**src/rtl/bjse_pkg.sv**
```systemverilog
// Package for the bounded JSON string escaper: word types, queue entry type,
// escape classification and expansion helpers. No dependencies.
package bjse_pkg;

  // Default budget counter width and configuration defaults
  localparam int unsigned SPACE_BITS_DEF = 16;
  localparam int unsigned CAP_BITS       = 16;
  localparam logic [CAP_BITS-1:0] CAP_RESET = 16'd4096;
  localparam int unsigned Q_DEPTH        = 4;
  localparam int unsigned PADDR_BITS     = 3;

  // Register map (register index taken from paddr[2])
  localparam logic REG_OUTPUT_CAPACITY = 1'b0;

  // Characters used by the expansion
  localparam logic [7:0] CH_BSLASH = 8'h5C;
  localparam logic [7:0] CH_QUOTE  = 8'h22;
  localparam logic [7:0] CH_NL     = 8'h0A;
  localparam logic [7:0] CH_CR     = 8'h0D;
  localparam logic [7:0] CH_TAB    = 8'h09;
  localparam logic [7:0] CH_N      = 8'h6E;
  localparam logic [7:0] CH_R      = 8'h72;
  localparam logic [7:0] CH_T      = 8'h74;
  localparam logic [7:0] CH_U      = 8'h75;
  localparam logic [7:0] CH_ZERO   = 8'h30;
  localparam logic [7:0] CTRL_LIMIT = 8'h20;

  localparam logic [7:0] HEX_DIGIT [16] = '{
    8'h30, 8'h31, 8'h32, 8'h33, 8'h34, 8'h35, 8'h36, 8'h37,
    8'h38, 8'h39, 8'h61, 8'h62, 8'h63, 8'h64, 8'h65, 8'h66
  };

  // Expansion lengths
  localparam logic [2:0] LEN_NONE = 3'd0;
  localparam logic [2:0] LEN_PASS = 3'd1;
  localparam logic [2:0] LEN_PAIR = 3'd2;
  localparam logic [2:0] LEN_UNI  = 3'd6;

  typedef enum logic [1:0] {
    ESC_NONE = 2'd0,   // nothing emitted for this byte
    ESC_PASS = 2'd1,   // byte passes unchanged
    ESC_PAIR = 2'd2,   // backslash plus one character
    ESC_UNI  = 2'd3    // backslash u 0 0 h h
  } esc_kind_t;

  typedef struct packed {
    logic [7:0] data_byte;
    logic       end_of_string;
  } in_word_t;

  typedef struct packed {
    logic [7:0] out_byte;
    logic       has_byte;
    logic       string_done;
    logic       was_truncated;
  } out_word_t;

  // One classified input byte, front to back
  typedef struct packed {
    esc_kind_t  kind;
    logic [7:0] data_byte;
    logic       last;
    logic       trunc;
  } esc_entry_t;

  function automatic logic [2:0] esc_len(input esc_kind_t kind);
    logic [2:0] len;
    case (kind)
      ESC_PASS: len = LEN_PASS;
      ESC_PAIR: len = LEN_PAIR;
      ESC_UNI:  len = LEN_UNI;
      default:  len = LEN_NONE;
    endcase
    return len;
  endfunction

  // Byte number idx of the expansion of c
  function automatic logic [7:0] esc_byte(input esc_kind_t kind, input logic [7:0] c,
                                          input logic [2:0] idx);
    logic [7:0] b;
    b = c;
    case (kind)
      ESC_PAIR: begin
        if (idx == 3'd0) b = CH_BSLASH;
        else if (c == CH_NL) b = CH_N;
        else if (c == CH_CR) b = CH_R;
        else if (c == CH_TAB) b = CH_T;
        else b = c;
      end
      ESC_UNI: begin
        case (idx)
          3'd0:    b = CH_BSLASH;
          3'd1:    b = CH_U;
          3'd2:    b = CH_ZERO;
          3'd3:    b = CH_ZERO;
          3'd4:    b = HEX_DIGIT[c[7:4]];
          default: b = HEX_DIGIT[c[3:0]];
        endcase
      end
      default: b = c;
    endcase
    return b;
  endfunction

endpackage

```
**src/rtl/bounded_json_string_escaper_unit.sv**
```systemverilog
// Bounded JSON string escaper, top level: config register, front, queue, back.
// An accepted input byte is written into the entry queue and then loaded into the output register.
// Throughput: one input word per cycle for plain bytes while the entry queue is not full;
// an escape expands into a 2-byte or 6-byte output sequence, absorbed by the 4-entry entry queue.
// Reset (rst_n, synchronous, active low) empties the queue and output register,
// closes any open string and sets output_capacity to 4096.
module bounded_json_string_escaper_unit #(
  parameter int unsigned SPACE_BITS = bjse_pkg::SPACE_BITS_DEF
) (
  input  logic                              clk,
  input  logic                              rst_n,
  input  logic                              in_valid,
  output logic                              in_ready,
  input  bjse_pkg::in_word_t                in_data,
  output logic                              out_valid,
  input  logic                              out_ready,
  output bjse_pkg::out_word_t               out_data,
  input  logic                              cfg_psel,
  input  logic                              cfg_penable,
  input  logic                              cfg_pwrite,
  input  logic [bjse_pkg::PADDR_BITS-1:0]   cfg_paddr,
  input  logic [31:0]                       cfg_pwdata,
  output logic [31:0]                       cfg_prdata,
  output logic                              cfg_pready
);

  logic [bjse_pkg::CAP_BITS-1:0] capacity_r;
  logic                          cfg_wr;
  logic                          q_full, q_push, q_pop, q_valid;
  bjse_pkg::esc_entry_t          q_in, q_head;

  // Configuration register
  assign cfg_pready = 1'b1;
  assign cfg_wr     = cfg_psel && cfg_penable && cfg_pwrite &&
                      (cfg_paddr[2] == bjse_pkg::REG_OUTPUT_CAPACITY);
  assign cfg_prdata = (cfg_paddr[2] == bjse_pkg::REG_OUTPUT_CAPACITY) ?
                      {16'd0, capacity_r} : 32'd0;

  always_ff @(posedge clk) begin
    if (!rst_n) begin
      capacity_r <= bjse_pkg::CAP_RESET;
    end else if (cfg_wr) begin
      capacity_r <= cfg_pwdata[bjse_pkg::CAP_BITS-1:0];
    end
  end

  bjse_front #(.SPACE_BITS(SPACE_BITS)) u_front (
    .clk        (clk),
    .rst_n      (rst_n),
    .in_valid   (in_valid),
    .in_ready   (in_ready),
    .in_data    (in_data),
    .capacity   (capacity_r),
    .q_full     (q_full),
    .push       (q_push),
    .push_entry (q_in)
  );

  bjse_queue u_queue (
    .clk        (clk),
    .rst_n      (rst_n),
    .push       (q_push),
    .push_entry (q_in),
    .full       (q_full),
    .pop        (q_pop),
    .head_valid (q_valid),
    .head       (q_head)
  );

  bjse_back u_back (
    .clk        (clk),
    .rst_n      (rst_n),
    .head_valid (q_valid),
    .head       (q_head),
    .pop        (q_pop),
    .out_valid  (out_valid),
    .out_ready  (out_ready),
    .out_data   (out_data)
  );

  // Truncation is reported only with the closing word
  a_trunc_with_done: assert property (@(posedge clk) disable iff (!rst_n)
    out_valid && !out_data.string_done |-> !out_data.was_truncated)
    else $error("was_truncated set without string_done");

  // A word without data is always a closing word and carries a zero byte
  a_status_only: assert property (@(posedge clk) disable iff (!rst_n)
    out_valid && !out_data.has_byte |-> out_data.string_done && (out_data.out_byte == 8'd0))
    else $error("status-only word malformed");

  // Input is held off only when the entry queue is full
  a_ready_full: assert property (@(posedge clk) disable iff (!rst_n)
    !in_ready |-> q_full && !q_push)
    else $error("input stalled with queue space left");

endmodule

```
**src/rtl/bjse_front.sv**
```systemverilog
// Front end: accepts input words, classifies each byte and keeps the per-string
// budget and flags. Depends on bjse_pkg.
module bjse_front #(
  parameter int unsigned SPACE_BITS = bjse_pkg::SPACE_BITS_DEF
) (
  input  logic                            clk,
  input  logic                            rst_n,
  input  logic                            in_valid,
  output logic                            in_ready,
  input  bjse_pkg::in_word_t              in_data,
  input  logic [bjse_pkg::CAP_BITS-1:0]   capacity,
  input  logic                            q_full,
  output logic                            push,
  output bjse_pkg::esc_entry_t            push_entry
);

  logic [SPACE_BITS-1:0] space_r, space_nxt;
  logic                  trunc_r, trunc_nxt;
  logic                  ended_r, ended_nxt;
  logic                  in_str_r, in_str_nxt;
  logic [SPACE_BITS-1:0] cap_load;
  logic [SPACE_BITS-1:0] sp;
  logic [SPACE_BITS-1:0] len_ext;
  logic                  tr, en;
  logic [7:0]            c;
  bjse_pkg::esc_kind_t   kind;
  logic [2:0]            len;
  logic                  accept;

  // Capacity saturates when the budget counter is narrower than the register
  generate
    if (SPACE_BITS >= bjse_pkg::CAP_BITS) begin : g_wide
      assign cap_load = SPACE_BITS'(capacity);
    end else begin : g_narrow
      assign cap_load = (|capacity[bjse_pkg::CAP_BITS-1:SPACE_BITS]) ?
                        {SPACE_BITS{1'b1}} : capacity[SPACE_BITS-1:0];
    end
  endgenerate

  assign in_ready = !q_full;
  assign accept   = in_valid && in_ready;
  assign c        = in_data.data_byte;

  // Classify the byte
  always_comb begin
    if (c inside {bjse_pkg::CH_BSLASH, bjse_pkg::CH_QUOTE, bjse_pkg::CH_NL,
                  bjse_pkg::CH_CR, bjse_pkg::CH_TAB}) begin
      kind = bjse_pkg::ESC_PAIR;
    end else if (c < bjse_pkg::CTRL_LIMIT) begin
      kind = bjse_pkg::ESC_UNI;
    end else begin
      kind = bjse_pkg::ESC_PASS;
    end
    len = bjse_pkg::esc_len(kind);
  end

  assign len_ext = {{(SPACE_BITS-3){1'b0}}, len};

  // Budget check and state update
  always_comb begin
    sp  = in_str_r ? space_r : cap_load;
    tr  = in_str_r && trunc_r;
    en  = in_str_r && ended_r;
    space_nxt  = sp;
    trunc_nxt  = tr;
    ended_nxt  = en;
    push_entry.kind      = bjse_pkg::ESC_NONE;
    push_entry.data_byte = c;
    push_entry.last      = in_data.end_of_string;
    if (!en) begin
      if (c == 8'd0) begin
        ended_nxt = 1'b1;
      end else if (len_ext > sp) begin
        trunc_nxt = 1'b1;
        ended_nxt = 1'b1;
      end else begin
        space_nxt = sp - len_ext;
        push_entry.kind = kind;
      end
    end
    push_entry.trunc = trunc_nxt;
    in_str_nxt = !in_data.end_of_string;
  end

  assign push = accept;

  always_ff @(posedge clk) begin
    if (!rst_n) begin
      in_str_r <= 1'b0;
      trunc_r  <= 1'b0;
      ended_r  <= 1'b0;
    end else if (accept) begin
      in_str_r <= in_str_nxt;
      trunc_r  <= trunc_nxt;
      ended_r  <= ended_nxt;
    end
  end

  always_ff @(posedge clk) begin
    if (accept) begin
      space_r <= space_nxt;
    end
  end

endmodule

```
**src/rtl/bjse_queue.sv**
```systemverilog
// Short FIFO of classified entries between front and back.
// Depends on bjse_pkg.
module bjse_queue (
  input  logic                 clk,
  input  logic                 rst_n,
  input  logic                 push,
  input  bjse_pkg::esc_entry_t push_entry,
  output logic                 full,
  input  logic                 pop,
  output logic                 head_valid,
  output bjse_pkg::esc_entry_t head
);

  localparam int unsigned PW = $clog2(bjse_pkg::Q_DEPTH);
  localparam int unsigned CW = $clog2(bjse_pkg::Q_DEPTH + 1);

  bjse_pkg::esc_entry_t slot_r [bjse_pkg::Q_DEPTH];
  logic [PW-1:0]        wr_ptr_r, wr_ptr_nxt;
  logic [PW-1:0]        rd_ptr_r, rd_ptr_nxt;
  logic [CW-1:0]        count_r, count_nxt;
  logic                 do_push, do_pop;

  assign full       = (count_r == CW'(bjse_pkg::Q_DEPTH));
  assign head_valid = (count_r != '0);
  assign head       = slot_r[rd_ptr_r];
  assign do_push    = push && !full;
  assign do_pop     = pop && head_valid;

  // Pointer and fill count update
  always_comb begin
    wr_ptr_nxt = do_push ? wr_ptr_r + PW'(1) : wr_ptr_r;
    rd_ptr_nxt = do_pop  ? rd_ptr_r + PW'(1) : rd_ptr_r;
    count_nxt  = count_r;
    if (do_push && !do_pop) count_nxt = count_r + CW'(1);
    else if (do_pop && !do_push) count_nxt = count_r - CW'(1);
  end

  always_ff @(posedge clk) begin
    if (!rst_n) begin
      wr_ptr_r <= '0;
      rd_ptr_r <= '0;
      count_r  <= '0;
    end else begin
      wr_ptr_r <= wr_ptr_nxt;
      rd_ptr_r <= rd_ptr_nxt;
      count_r  <= count_nxt;
    end
  end

  always_ff @(posedge clk) begin
    if (do_push) begin
      slot_r[wr_ptr_r] <= push_entry;
    end
  end

endmodule

```
**src/rtl/bjse_back.sv**
```systemverilog
// Back end: expands each queued entry into output words through an output register,
// one per cycle unless out_ready stalls; empty non-closing entries are dropped. Depends on bjse_pkg.
module bjse_back (
  input  logic                 clk,
  input  logic                 rst_n,
  input  logic                 head_valid,
  input  bjse_pkg::esc_entry_t head,
  output logic                 pop,
  output logic                 out_valid,
  input  logic                 out_ready,
  output bjse_pkg::out_word_t  out_data
);

  logic                out_valid_r, out_valid_nxt;
  bjse_pkg::out_word_t out_r, out_nxt;
  logic [2:0]          idx_r, idx_nxt;
  logic [2:0]          cnt;
  logic                none, skip, load, last_item;

  // Build the next output word from the head entry
  always_comb begin
    cnt       = bjse_pkg::esc_len(head.kind);
    none      = (head.kind == bjse_pkg::ESC_NONE);
    skip      = head_valid && none && !head.last;
    load      = head_valid && !skip && (!out_valid_r || out_ready);
    last_item = none || (idx_r == cnt - 3'd1);
    pop       = skip || (load && last_item);

    out_nxt.out_byte      = none ? 8'd0 : bjse_pkg::esc_byte(head.kind, head.data_byte, idx_r);
    out_nxt.has_byte      = !none;
    out_nxt.string_done   = last_item && head.last;
    out_nxt.was_truncated = last_item && head.last && head.trunc;

    idx_nxt = idx_r;
    if (load) idx_nxt = last_item ? 3'd0 : idx_r + 3'd1;

    if (load) out_valid_nxt = 1'b1;
    else if (out_ready) out_valid_nxt = 1'b0;
    else out_valid_nxt = out_valid_r;
  end

  always_ff @(posedge clk) begin
    if (!rst_n) begin
      out_valid_r <= 1'b0;
      idx_r       <= 3'd0;
    end else begin
      out_valid_r <= out_valid_nxt;
      idx_r       <= idx_nxt;
    end
  end

  always_ff @(posedge clk) begin
    if (load) begin
      out_r <= out_nxt;
    end
  end

  assign out_valid = out_valid_r;
  assign out_data  = out_r;

endmodule
```
**config.mk**
```make
export PLATFORM = sky130hd
export DESIGN_NAME = bounded_json_string_escaper_unit
export DESIGN_NICKNAME = d
export VERILOG_FILES = /design/src/rtl/bjse_pkg.sv /design/src/rtl/bounded_json_string_escaper_unit.sv /design/src/rtl/bjse_front.sv /design/src/rtl/bjse_queue.sv /design/src/rtl/bjse_back.sv
export SDC_FILE = /design/constraint.sdc
export NUM_CORES = 1
export LEC_CHECK = 0
export BUFFER_PORTS_ARGS = -buffer_cell sky130_fd_sc_hd__buf_4
export CAP_MARGIN = 10
export CORE_AREA = 2 2 106 108
export DETAILED_ROUTE_END_ITERATION = 6
export DIE_AREA = 0 0 108 110
export GPL_ROUTABILITY_DRIVEN = 0
export MAX_ROUTING_LAYER = met4
export PLACE_DENSITY = 0.76
export SLEW_MARGIN = 25
export SYNTH_ARGS = -nofsm -noshare
export SYNTH_HDL_FRONTEND = slang
export SYNTH_SLANG_ARGS = --single-unit
```
**constraint.sdc**
```tcl
create_clock -name clk -period 7.6 [get_ports clk]
set_input_delay 1.52 -clock clk [delete_from_list [all_inputs] [get_ports clk]]
set_output_delay 1.52 -clock clk [all_outputs]
set_load 0.005 [all_outputs]
```
# After elaboration in Yosys (flattened, before gate mapping)

Memories as Yosys holds them, arrays and structs flattened. A register that Yosys moved wholly into a read port is not among the register bits.
Cells that the tools add are included.
W data, S select, Z words.

RAM bits: 48
Output and inout bits: 46
ROM bits: 256
Register bits: 57
Latch bits: 0
Memories kept: 3
Input port bits: 51
Word-level logic and storage cells: 124

Memory list:

| memory          | words | width | read ports | clocked after Yosys merged registers in | wr ports | RTL line         | text |
|---|---|---|---|---|---|---|---|
| (no name shown) | 16    | 8     | 1          | 0                                       | 0        | bjse_pkg.sv:96   | `3'd4: b = HEX_DIGIT[c[7:4]];` |
| (no name shown) | 16    | 8     | 1          | 0                                       | 0        | bjse_pkg.sv:97   | `default: b = HEX_DIGIT[c[3:0]];` |
| u_queue.slot_r  | 4     | 12    | 1          | 1                                       | 1        | bjse_queue.sv:17 | `bjse_pkg::esc_entry_t slot_r [bjse_pkg::Q_DEPTH];` |

Multipliers: 0
Reductions and logical operators: 36
Bitwise gates (word level): 3
Muxes and demuxes: 37
Add/subtract/negate cells: 7
Magnitude comparators: 4
Shifts and indexed selects: 0
Eq/ne operators: 20
Div/mod/pow operators: 0

Operators by type and width:

| cell                  | count |
|---|---|
| $mux W16              | 5 |
| $mux W8               | 8 |
| $eq A8 B4 Y1 const B  | 6 |
| $pmux W8 S4           | 1 |
| $pmux W3 S3           | 2 |
| $logic_and A1 B1 Y1   | 17 |
| $gt A3 B16 Y1         | 1 |
| $pmux W8 S2           | 1 |
| $sub A16 B3 Y16       | 1 |
| $mux W2               | 7 |
| $ge A5 B5 Y1 const B  | 2 |
| $mux W1               | 10 |
| $not A4 Y5            | 2 |
| $mux W3               | 3 |
| $eq A2 B2 Y1 const B  | 4 |
| $eq A8 B6 Y1 const B  | 1 |
| $eq A8 B7 Y1 const B  | 1 |
| $logic_not A1 Y1      | 8 |
| $logic_not A8 Y1      | 1 |
| $lt A8 B6 Y1 const B  | 1 |
| $add A3 B1 Y3 const B | 2 |
| $eq A3 B2 Y1 const B  | 2 |
| $eq A3 B3 Y1 const B  | 2 |
| $sub A3 B1 Y3 const B | 2 |
| other kinds (12)      | 17 |

# Depth between registers and ports, before layout

Depth after elaboration: 12
Gate-level depth with buffers: 14

# Cells and area by module

From an unflattened synthesis, not the netlist that was laid out.

Cells, all modules: 532
Area, all modules: 6022.0 um2

Modules (own cells, without submodules):

| module                           | times used | cells an instance | sequential area each (um2) | area an instance (um2) |
|---|---|---|---|---|
| bjse_queue                       | 1          | 110               | 1621.6                     | 2219.6 |
| bjse_front                       | 1          | 156               | 540.5                      | 1520.2 |
| bjse_back                        | 1          | 160               | 410.4                      | 1370.1 |
| bounded_json_string_escaper_unit | 1          | 106               | 320.3                      | 912.1 |

# Worst setup path before layout

Ideal clock, no wire load.

Path kind: input to register
Start point: input in_data[1] (netlist name)
End point: register u_front.space_r[10] (data pin)
Buffers on the path: 1
Cell stages on the path: 14
Setup slack: 3232 ps
Required time: 7342 ps
Data arrival time: 4111 ps
Library setup time: 258 ps
Cells stage by stage: nor3b_1 o21ai_0 a211o_1 a21o_1 nor2b_1 ha_1 fa_1 nand2b_1 o2111ai_2 nor4_4 nand2b_1 buf_4 or3_1 xnor2_1

Longest elaborated chain between the ends: 9

RTL lines:

| element                                                 | RTL line                               | text |
|---|---|---|
| from (decl)                                             | bounded_json_string_escaper_unit.sv:14 | `input bjse_pkg::in_word_t in_data,` |
| $lt A8 B6 Y1 (tied with other cells)                    | bjse_front.sv:49                       | `end else if (c < bjse_pkg::CTRL_LIMIT) begin` |
| $mux W2 / $reduce_bool A5 Y1 (equally long branches)    | bjse_front.sv:49, bjse_front.sv:46     |  |
| $mux W2                                                 | bjse_front.sv:46                       | `if (c inside {bjse_pkg::CH_BSLASH, bjse_pkg::CH_QUOTE, bjse_pkg::CH_NL,` |
| $eq A2 B2 Y1 / $eq A2 B1 Y1 (equally long branches)     | bjse_pkg.sv:68                         | `case (kind)` |
| $pmux W3 S3                                             | bjse_pkg.sv:68                         |  |
| $sub A16 B3 Y16 / $gt A3 B16 Y1 (equally long branches) | bjse_front.sv:77, bjse_front.sv:73     |  |
| $mux W16                                                | bjse_front.sv:73                       | `end else if (len_ext > sp) begin` |
| $mux W16 (*)                                            | bjse_front.sv:71                       | `if (c == 8'd0) begin` |
| $mux W16 (*)                                            | bjse_front.sv:70                       | `if (!en) begin` |
| named net u_front.space_nxt[10]                         | bjse_front.sv:17                       | `logic [SPACE_BITS-1:0] space_r, space_nxt;` |
| to (signal assigned)                                    | bjse_front.sv:101                      | `space_r <= space_nxt;` |
| to (decl)                                               | bjse_front.sv:17                       |  |

The timed path passes the listed nets; every way through them passes the cells marked *.
A chain may end at the register's enable or synchronous reset.

# Final worst setup path

Ends and elaborated chain as after synthesis.

==> tab_implementation.tex <==
\begin{tabular}{lr}
\hline
Metric & Value \\
\hline
\multicolumn{2}{l}{\textbf{GRT}} \\
Total global-route track usage & 20.2\% \\
Global-route wire length before repair & 18100 µm \\
Largest net degree at the start of global routing & 32 \\
Initial antenna violation count & 0 \\
Number of global-route vias before repair & 3893 \\
Final global-route overflow total & 0 \\
\multicolumn{2}{l}{\textbf{Clock network}} \\
Post-CTS Setup Bufs & 0 \\
Clock latency on the worst-skew pair & 0.38 ns \\
Maximum count of clock buffers along a single path & 2 \\
Total clock buffers created by CTS & 9 \\
CTS Sinks & 107 \\
CTS tree & built \\
Clock Tree Root & sky130\_fd\_sc\_hd\_\_clkbuf\_8 \\
H-tree level count & 3 \\
Post-CTS clock slew at the launch and capture registers of the worst setup and hold paths & 0.09 ns \\
Post-cts gate resize count & 0 \\
Number of hold buffers added after cts & 0 \\
\multicolumn{2}{l}{\textbf{Detailed routing}} \\
Total via count in the routed design & 3914 \\
Wire length per cell & 15.4 µm \\
Count of nets left with antenna violations after detail routing & 0 \\
Final wirelength & 10700 µm \\
Number of vias per cell after detailed routing & 5.60 \\
Post-route DRC violation count & 0 \\
Number of iterations in the first detailed-routing pass & 5 \\
Iter 0 DRT Violations & 172 \\
\multicolumn{2}{l}{\textbf{Cells and area}} \\
Utilization after layout & 60.0\% \\
Fraction of final layout cells with drive strength greater than 1 & 18.2\% \\
Post-Layout Inst Area & 6420 µm² \\
Final-stage net count & 631 \\
Area overhead of the layout relative to synthesis & 11.9\% \\
Count of antenna diodes in the layout & 0 \\
\multicolumn{2}{l}{\textbf{Floorplan}} \\
Area of the core & 10700 µm² \\
Die extent in x & 108 µm \\
Height of the die & 110 µm \\
Die area & 11900 µm² \\
Initial core utilization & 53.6\% \\
Number of top-level pins & 97 \\
FP Rows & 38 \\
\multicolumn{2}{l}{\textbf{Logic synthesis}} \\
Sequential cell area fraction in the yosys report & 50.4\% \\
Synth area leader & sky130\_fd\_sc\_hd\_\_edfxtp\_1 \\
Synth async-reset ratio & 0\% \\
Area share of the largest cell type after synthesis & 39.3\% \\
Cell Area, Synth & 5740 µm² \\
Dominant synthesized flop cell & sky130\_fd\_sc\_hd\_\_edfxtp\_1 \\
Synthesized area divided by synthesized cell count & 11.5 µm² \\
Number of synthesized register bits & 107 \\
Most common cell in the synthesized netlist & sky130\_fd\_sc\_hd\_\_edfxtp\_1 \\
Cells taking the most area after synthesis & sky130\_fd\_sc\_hd\_\_edfxtp\_1 (39\%), sky130\_fd\_sc\_hd\_\_dfxtp\_1 (11\%), sky130\_fd\_sc\_hd\_\_ha\_1 (5.2\%) \\
Instance count of the mapped netlist & 498 \\
Yosys warning count & 0 \\
Post-synth EDFFs & 75 \\
Cell variety after synth & 63 \\
Post-synth top cells & sky130\_fd\_sc\_hd\_\_edfxtp\_1 (75), sky130\_fd\_sc\_hd\_\_nand2\_1 (54), sky130\_fd\_sc\_hd\_\_dfxtp\_1 (32), sky130\_fd\_sc\_hd\_\_nor2b\_1 (29), sky130\_fd\_sc\_hd\_\_inv\_1 (25) \\
\multicolumn{2}{l}{\textbf{Placement}} \\
DP HPWL & 7850 µm \\
Number of I/O port buffers & 61 \\
Cell area after placement & 6230 µm² \\
\multicolumn{2}{l}{\textbf{Run}} \\
Maximum Capacitance Violations & 0 \\
\multicolumn{2}{l}{\textbf{Setup path}} \\
Delay of the slowest critical-path stage & 0.41 ns \\
Arrival time reported for the critical path endpoint & 4.56 ns \\
Data required time of the worst path & 7.73 ns \\
Top cell by count, worst path & sky130\_fd\_sc\_hd\_\_nand2b\_1 \\
Cell with the largest stage delay on the worst path & sky130\_fd\_sc\_hd\_\_fa\_1 \\
Critical path launch point type & input pin \\
Max FO, Critical Path & 9 \\
Worst path bufs/invs & 1 \\
Worst-path cell chain & buf\_4, nor3b\_1, o21ai\_0, a211o\_1, a21o\_1, nor2b\_1, ha\_1, fa\_1, nand2b\_1, o2111ai\_2, nor4\_4, nand2b\_1, or3\_1, xnor2\_1 \\
Nature of the critical path endpoint & flip-flop \\
Kind of critical path & input pin to flip-flop \\
Cell family with most CP delay & simple AND/OR/NAND/NOR gates \\
\multicolumn{2}{l}{\textbf{Power}} \\
Register share of total power & 44.1\% \\
Worst VDD drop & 115 µV \\
Power density over the cells & 297 nW/µm² \\
Total chip power & 1.91 mW \\
Share of total power in combinational logic & 37.8\% \\
Clock power frac & 18.1\% \\
Internal power contribution & 1.24 mW \\
Switching power total & 0.665 mW \\
Switching power as a share of total power & 34.9\% \\
Leakage power of the design & 2.42 nW \\
\multicolumn{2}{l}{\textbf{Timing}} \\
Final number of hold-violating endpoints & 0 \\
Max-slew headroom & 42.6\% \\
Final Cycle Share & 58.3\% \\
Final count of negative-setup-slack endpoints & 0 \\
Final min period & 4.43 ns \\
Pins Over Slew Limit & 0 \\
Worst clock skew & 0.00785 ns \\
Maximum achievable frequency & 226 MHz \\
Final total negative setup slack & 0 ns \\
Worst slew pin tran & 0.855 ns \\
Setup repair after global routing missed its margin & false \\
\multicolumn{2}{l}{\textbf{Hold path}} \\
Tightest Hold Check Type & flip-flop to flip-flop \\
\multicolumn{2}{l}{\textbf{Outcome}} \\
Run status & finished, final reports clean \\
\hline
\end{tabular}
[registers in the layout (all words and copies together) (netlist names), named ones only]
name              cells
capacity_r           16
u_queue.rd_ptr_r      2
u_queue.count_r       3
u_front.ended_r       1
u_back.out_valid      1
u_front.trunc_r       1
u_front.in_str_r      1
u_back.idx_r          3
u_front.space_r      16
u_queue.slot_r       48
u_queue.wr_ptr_r      2
u_back.out_data      11
[logic make-up after synthesis]
logic type	count (synthesis)	synth area share (%)
adder cells (fa/ha/maj)	26	5.93
buffers and inverters	58	5.32
multiplexers	35	8.83
AO/OA/AOI/OAI	81	10.4
AND/OR/NAND/NOR	167	15.6
other	2	0.131
flip-flops	107	50.4
XOR/XNOR	22	3.36
[final timing paths]
check                                   start                         endpoint  slack [ns]  depth (start not counted)
setup / recovery                   in_data[1]    u_front.space_r[10]$_DFFE_PP_        3.17                         14
hold / removal    capacity_r[15]$_SDFFE_PN0P_      capacity_r[15]$_SDFFE_PN0P_        0.49                          2
setup reg to reg                    flip-flop  u_queue.count_r[2]$_SDFFE_PN0P_        3.60                         13
hold reg to reg   capacity_r[15]$_SDFFE_PN0P_      capacity_r[15]$_SDFFE_PN0P_        0.49                          2
[cell usage in the layout (no fill, tap or decap), types with 4 or more instances in the layout]
cell / count
sky130_fd_sc_hd__xnor2_1: 14
sky130_fd_sc_hd__nand3_1: 12
sky130_fd_sc_hd__buf_4: 62
sky130_fd_sc_hd__mux4_2: 12
sky130_fd_sc_hd__o21ai_0: 14
sky130_fd_sc_hd__or3_1: 4
sky130_fd_sc_hd__inv_1: 25
sky130_fd_sc_hd__o31ai_1: 4
sky130_fd_sc_hd__nor2_1: 12
sky130_fd_sc_hd__xor2_1: 8
sky130_fd_sc_hd__o211ai_1: 6
sky130_fd_sc_hd__conb_1: 17
sky130_fd_sc_hd__nand2_1: 54
sky130_fd_sc_hd__mux2i_1: 21
sky130_fd_sc_hd__nand4_1: 4
sky130_fd_sc_hd__nor3_1: 14
sky130_fd_sc_hd__dfxtp_1: 32
sky130_fd_sc_hd__a21oi_1: 10
sky130_fd_sc_hd__nor2b_1: 29
sky130_fd_sc_hd__edfxtp_1: 75
sky130_fd_sc_hd__clkbuf_8: 9
sky130_fd_sc_hd__nor3b_1: 7
sky130_fd_sc_hd__a21boi_0: 18
sky130_fd_sc_hd__and2_1: 7
sky130_fd_sc_hd__clkinvlp_4: 4
sky130_fd_sc_hd__ha_1: 24
sky130_fd_sc_hd__a31oi_1: 4
sky130_fd_sc_hd__nand2b_1: 6
sky130_fd_sc_hd__and3_1: 6
[worst register-to-register path, cell delays in order, from the launching register on]
cell and delay [ns]:
sky130_fd_sc_hd__dfxtp_1 0.84, sky130_fd_sc_hd__mux4_2 0.64, sky130_fd_sc_hd__inv_1 0.13, sky130_fd_sc_hd__ha_1 0.25
sky130_fd_sc_hd__xor2_1 0.15, sky130_fd_sc_hd__a31oi_1 0.30, sky130_fd_sc_hd__o21ai_0 0.17, sky130_fd_sc_hd__nand2_1 0.15
sky130_fd_sc_hd__ha_1 0.20, sky130_fd_sc_hd__inv_1 0.07, sky130_fd_sc_hd__fa_1 0.38, sky130_fd_sc_hd__xor2_1 0.18
sky130_fd_sc_hd__or3_1 0.31, sky130_fd_sc_hd__a21boi_0 0.16
[cell type report]
type,count,area (µm²)
well taps,140,175
multi-input cells,348,2590
flip-flops and latches,107,2890
repair buffers,62,465
fillers,896,4280
inverters,26,97.6
clock buffers,9,124
clock inverters,7,68.8
[metal layers]
layer	vias to the layer above	share of wire [%]	GRT usage (%)
li1	1891	-	-
met1	1881	41	22.3
met2	122	52	35.7
met3	20	4.6	4.12
met4	0	2.3	8.42
met5	-	0	-
[metrics by stage]
stage	hold slack [ns]	worst slack [ns]	std cells
6_report	0.489	3.17	699
4_1_cts	0.491	3.17	699
3_5_place_dp	0.476	2.79	683
5_1_grt	0.511	3.04	699
2_1_floorplan	0.449	3.23	513
3_3_place_gp	0.473	2.90	683
[power by group through the flow]
stage / Sequential [mW] / Clock (mW) / Combinational [mW]
after floorplan: 0.832 / 0 / 0.545
after global placement: 0.850 / 0 / 0.688
after detailed placement: 0.857 / 0 / 0.715
after CTS: 0.845 / 0.351 / 0.718
after global routing: 0.857 / 0.369 / 0.810
final: 0.841 / 0.345 / 0.721
Note: power is estimated with default switching activity, not from simulation.
